===== src/rtl/pqt_pkg.sv =====
// Shared constants, codes and saturation helper for the quad tessellator.
`default_nettype none
package pqt_pkg;
	localparam int unsigned CoordW  = 32;
	localparam int unsigned IndexW  = 16;
	localparam int unsigned WidthW  = 16;
	localparam int unsigned CfgIdxW = 8;
	localparam int unsigned RootW   = 32;
	localparam int unsigned RadW    = 64;
	localparam int unsigned QuotW   = 24;

	localparam logic [CfgIdxW-1:0] RegPixOx  = 8'd0;
	localparam logic [CfgIdxW-1:0] RegPixOy  = 8'd1;
	localparam logic [CfgIdxW-1:0] RegPlotOx = 8'd2;
	localparam logic [CfgIdxW-1:0] RegPlotOy = 8'd3;
	localparam logic [CfgIdxW-1:0] RegScaleX = 8'd4;
	localparam logic [CfgIdxW-1:0] RegScaleY = 8'd5;
	localparam logic [CfgIdxW-1:0] RegWidth  = 8'd6;
	localparam logic [CfgIdxW-1:0] RegColor  = 8'd7;

	typedef logic signed [CoordW-1:0] coord_t;

	function automatic coord_t sat32(input logic signed [63:0] v);
		if (v > 64'sd2147483647) begin
			return 32'sh7fffffff;
		end else if (v < -64'sd2147483648) begin
			return 32'sh80000000;
		end else begin
			return v[31:0];
		end
	endfunction
endpackage
`default_nettype wire


===== src/rtl/pqt_isqrt.sv =====
// Bit-serial floor square root of a 64-bit radicand, two radicand bits a cycle.
`default_nettype none
module pqt_isqrt (
	input  wire logic                         clk,
	input  wire logic                         arst_n,
	input  wire logic                         start,
	input  wire logic [pqt_pkg::RadW-1:0]     radicand,
	output logic                              done,
	output logic [pqt_pkg::RootW-1:0]         root
);
	logic [pqt_pkg::RadW-1:0] v_q, res_q, bit_q;
	logic                     run_q;
	logic [pqt_pkg::RadW-1:0] trial;

	assign trial = res_q + bit_q;
	assign root  = res_q[pqt_pkg::RootW-1:0];

	always_ff @(posedge clk or negedge arst_n) begin
		if (!arst_n) begin
			run_q <= 1'b0;
			done  <= 1'b0;
		end else begin
			done <= 1'b0;
			if (start) begin
				run_q <= 1'b1;
			end else if (run_q && bit_q[0]) begin
				run_q <= 1'b0;
				done  <= 1'b1;
			end
		end
	end

	always_ff @(posedge clk) begin
		if (start) begin
			v_q   <= radicand;
			res_q <= '0;
			bit_q <= {2'b01, {(pqt_pkg::RadW-2){1'b0}}};
		end else if (run_q) begin
			if (v_q >= trial) begin
				v_q   <= v_q - trial;
				res_q <= (res_q >> 1) + bit_q;
			end else begin
				res_q <= res_q >> 1;
			end
			bit_q <= bit_q >> 2;
		end
	end
endmodule
`default_nettype wire


===== config.mk =====
export PLATFORM = sky130hd
export DESIGN_NAME = pqt_isqrt
export DESIGN_NICKNAME = d
export VERILOG_FILES = /design/src/rtl/pqt_pkg.sv /design/src/rtl/pqt_isqrt.sv
export SDC_FILE = /design/constraint.sdc
export NUM_CORES = 1
export LEC_CHECK = 0
export ABC_AREA = 1
export ABC_CLOCK_PERIOD_IN_PS = 13700
export BUFFER_PORTS_ARGS = -buffer_cell sky130_fd_sc_hd__buf_4
export CAP_MARGIN = 40
export CORE_MARGIN = 2
export CORE_UTILIZATION = 30
export DETAILED_ROUTE_END_ITERATION = 6
export PLACE_DENSITY = 0.54
export SLEW_MARGIN = 25
export SYNTH_ARGS = -nofsm -noshare
export SYNTH_HDL_FRONTEND = slang
export SYNTH_SLANG_ARGS = --single-unit

===== constraint.sdc =====
create_clock -name clk -period 13.7 [get_ports clk]
set_input_delay 0.685 -clock clk [delete_from_list [all_inputs] [get_ports clk]]
set_output_delay 0.685 -clock clk [all_outputs]
set_load 0.01 [all_outputs]

==> results.py <==
metrics = {
    "worst_setup_path": {
        "r2r_end": "v_q[9]$_DFFE_PP_",
        "rrSetupSlack_ns": 7.99,
        "path_class": "register to register",
        "crit_path_end_kind": "register",
        "reg2regPathDepth": 21,
        "cp.arrival_ns": 5.91,
        "reg2reg_from": "res_q[20]$_SDFFE_PP0P_",
        "crit_path_max_fanout": 39,
        "setup.worst_path.start_class": "register",
        "required_ns": 13.90,
    },
    "sta": {
        "max_slew_margin_pct": 41.1,
        "setup_viol": 0,
        "skew_ns": 0.0247,
        "post-route-period-util_pct": 41.7,
        "rsz0062_at_grt": "no",
        "slew_viol_final": 0,
        "hold_ws_ns": 0.452,
        "finalHoldViolations": 0,
        "layout_min_cycle_time_ns": 5.71,
        "finalSetupTns_ns": 0,
        "tightest_slew_ns": 0.874,
        "clock.fmax_mhz": 175,
    },
    "finish": {
        "postLayoutCoreUtil_pct": 33.0,
        "num-nets-final": 3803,
        "fin_cells": 4491,
        "drive_gt1_share_pct": 5.42,
        "n_antenna_cell": 0,
        "area_delta_synth_final_pct": 9.38,
    },
    "cts": {
        "clock_tree.buffer_depth": 2,
        "path_clk_slew_ns": 0.07,
        "cts_tree": "yes",
        "cts.sinks": 162,
        "insertion_delay_ns": 0.52,
        "cts_buffers": 17,
        "ctsHtreeMaxLevel": 4,
        "cts-root-buf": "clkbuf_16",
        "cts-resized-gates": 0,
    },
    "logic_synthesis": {
        "avgSynthCellArea_um2": 5.62,
        "yosysMostFrequentCell": "nand2_1",
        "syn_inst": 3592,
        "synth_area_leaders": "nand2_1 (22%), dfxtp_1 (9.5%), edfxtp_1 (9.5%)",
        "ys_ff_latch": 162,
        "ys_async_sr_fraction_pct": 1.23,
        "ys.warnings.count": 0,
        "yosysSeqAreaShare_pct": 19.3,
        "synth_common_cells": "nand2_1 (1209), inv_1 (492), nor2_1 (439)",
        "synth_edf_count": 64,
        "yosys_most_used_dff": "dfxtp_1",
        "synth_nets": 3790,
        "synth_top_cell_area_share_pct": 22.5,
        "synth_cell_types": 47,
        "yosysTopAreaCell": "nand2_1",
        "netlist_area_um2": 20200,
    },
    "route": {
        "drt_first_pass_iters": 5,
        "wl_per_cell_um": 18.6,
        "vias": 22900,
        "drtIter0Drc": 1935,
        "drc": 0,
        "ant_nets": 0,
        "via_per_inst": 5.10,
        "wl_um": 83400,
    },
    "power": {
        "swShare_pct": 56.0,
        "p_seq_share_pct": 21.2,
        "power_frac_clock_pct": 10.9,
        "combPwrFrac_pct": 67.9,
        "power.internal_mw": 1.99,
        "power_switching_mw": 2.53,
        "power.total_mw": 4.52,
        "leakage_nw": 10.0,
        "cellPowerDensity_nw_per_um2": 205,
        "ir_drop_v": 0.000153,
    },
    "placed_design": {
        "portBuffers": 99,
        "place_inst": 4457,
        "gp_congestion": 0.987,
        "hpwl_um": 68500,
    },
    "die": {
        "ios": 100,
        "initial_core_util_pct": 30.1,
        "die_h_um": 263,
        "die_w_um": 263,
        "core-area_um2": 66900,
        "rows": 95,
        "die_area_um2": 69300,
    },
    "run": {
        "cap_viol_max_count": 0,
    },
    "hold_path": {
        "hold_path.class": "input port to register",
        "hold_depth": 3,
        "hp-start": "radicand[53]",
        "hold-path-endpoint": "v_q[53]$_DFFE_PP_",
    },
    "grt": {
        "grt_pass1_vias": 22000,
        "grt_pass1_wl_um": 126000,
        "use_met1_pct": 31.4,
        "grt.total_usage_pct": 23.8,
        "grt.met3_usage_pct": 2.64,
        "gr-max-usage-layer": "met2",
        "grt-ovfl-total": 0,
        "grt_max_degree": 73,
        "antenna_found_initial": 1,
        "grtUsageMet2_pct": 38.8,
    },
    "status": {
        "status": "completed",
    },
}
==> metrics by stage <==
stage | cell area, µm² | setup slack [ns]
after floorplan | 20200 | 8.73
after global placement | 21400 | 8.08
after detailed placement | 21500 | 8.14
after CTS | 22000 | 8.12
after global routing | 22100 | 7.70
final | 22100 | 7.99
==> worst max-delay path, cell delays in order, from the launching register on <==
cell and delay (ns):
dfxtp_1 0.64, ha_1 0.31, nand2_1 0.10, o21ai_0 0.37
nand2_1 0.13, o21ai_0 0.52, a21oi_1 0.08, o21ai_0 0.36
nand3_1 0.20, nand3_1 0.14, nand2_1 0.10, ha_1 0.39
nand2_1 0.11, nor2_1 0.22, nand2_1 0.14, nor2_1 0.21
a21oi_4 0.09, nand2_2 0.08, nand2_2 0.23, nand2_2 0.14
buf_4 0.48, buf_12 0.28
==> state kept, by name, summed over array words and instances, names as in the netlist <==
register,flops
done,1
res_q,64
v_q,64
bit_q,32
run_q,1
==> placed cells by master, fill, tap and decap left out, drive strengths merged, types with 49 or more instances in the layout <==
| cell | synthesis | final |
|---|---|---|
| nand2 | 1214 | 1214 |
| buf | 73 | 112 |
| ha | 130 | 130 |
| edfxtp | 64 | 64 |
| nand3 | 305 | 305 |
| a21oi | 225 | 225 |
| dfxtp | 96 | 96 |
| xnor2 | 49 | 49 |
| nor2 | 449 | 449 |
| inv | 502 | 510 |
| xor2 | 52 | 52 |
| o21ai | 188 | 188 |
==> what timing repair did <==
action,CTS,global route
hold buffers,1,0
hold endpoints to repair,2,0
setup buffers,0,0
==> worst max-delay path by stage <==
stage	startpoint	end	depth (start not counted)
finish	res_q[20]$_SDFFE_PP0P_	v_q[9]$_DFFE_PP_	21
global route	res_q[22]$_SDFFE_PP0P_	v_q[23]$_DFFE_PP_	24
CTS	res_q[20]$_SDFFE_PP0P_	v_q[21]$_DFFE_PP_	21
detailed placement	res_q[20]$_SDFFE_PP0P_	v_q[9]$_DFFE_PP_	21
global placement	res_q[20]$_SDFFE_PP0P_	v_q[9]$_DFFE_PP_	20
floorplan	res_q[4]$_SDFFE_PP0P_	v_q[0]$_DFFE_PP_	21
==> power by group through the flow <==
stage | Combinational, mW | Clock [mW] | Sequential, mW
finish | 3.07 | 0.493 | 0.961
global route | 3.43 | 0.514 | 0.975
CTS | 3.03 | 0.502 | 0.950
detailed placement | 3.01 | 0 | 0.961
global placement | 3.01 | 0 | 0.963
floorplan | 2.25 | 0 | 0.822
==> layout make-up <==
cell class	instances	area [µm²]
Tap cell	873	1090
Timing Repair Buffer	113	888
Multi-Input combinational cell	2809	13700
Clock inverter	13	116
Fill cell	7714	44900
Inverter	502	1880
Sequential cell	162	3890
Clock buffer	19	443
==> kinds of logic after synthesis <==
group,share of synthesized area [%]
flip-flops,19.3
AO/OA/AOI/OAI,12.8
buffers and inverters,12.6
AND/OR/NAND/NOR,42.7
adder cells (fa/ha/maj),8.16
XOR/XNOR,4.38
==> per-layer routing <==
metal | vias to the layer above | share of wire, %
met5 | - | 0.016
met1 | 10500 | 45
met4 | 2 | 4.5
met2 | 792 | 45
met3 | 163 | 5.8
li1 | 11400 | -
No activity file was read; power rests on OpenSTA's default activity.
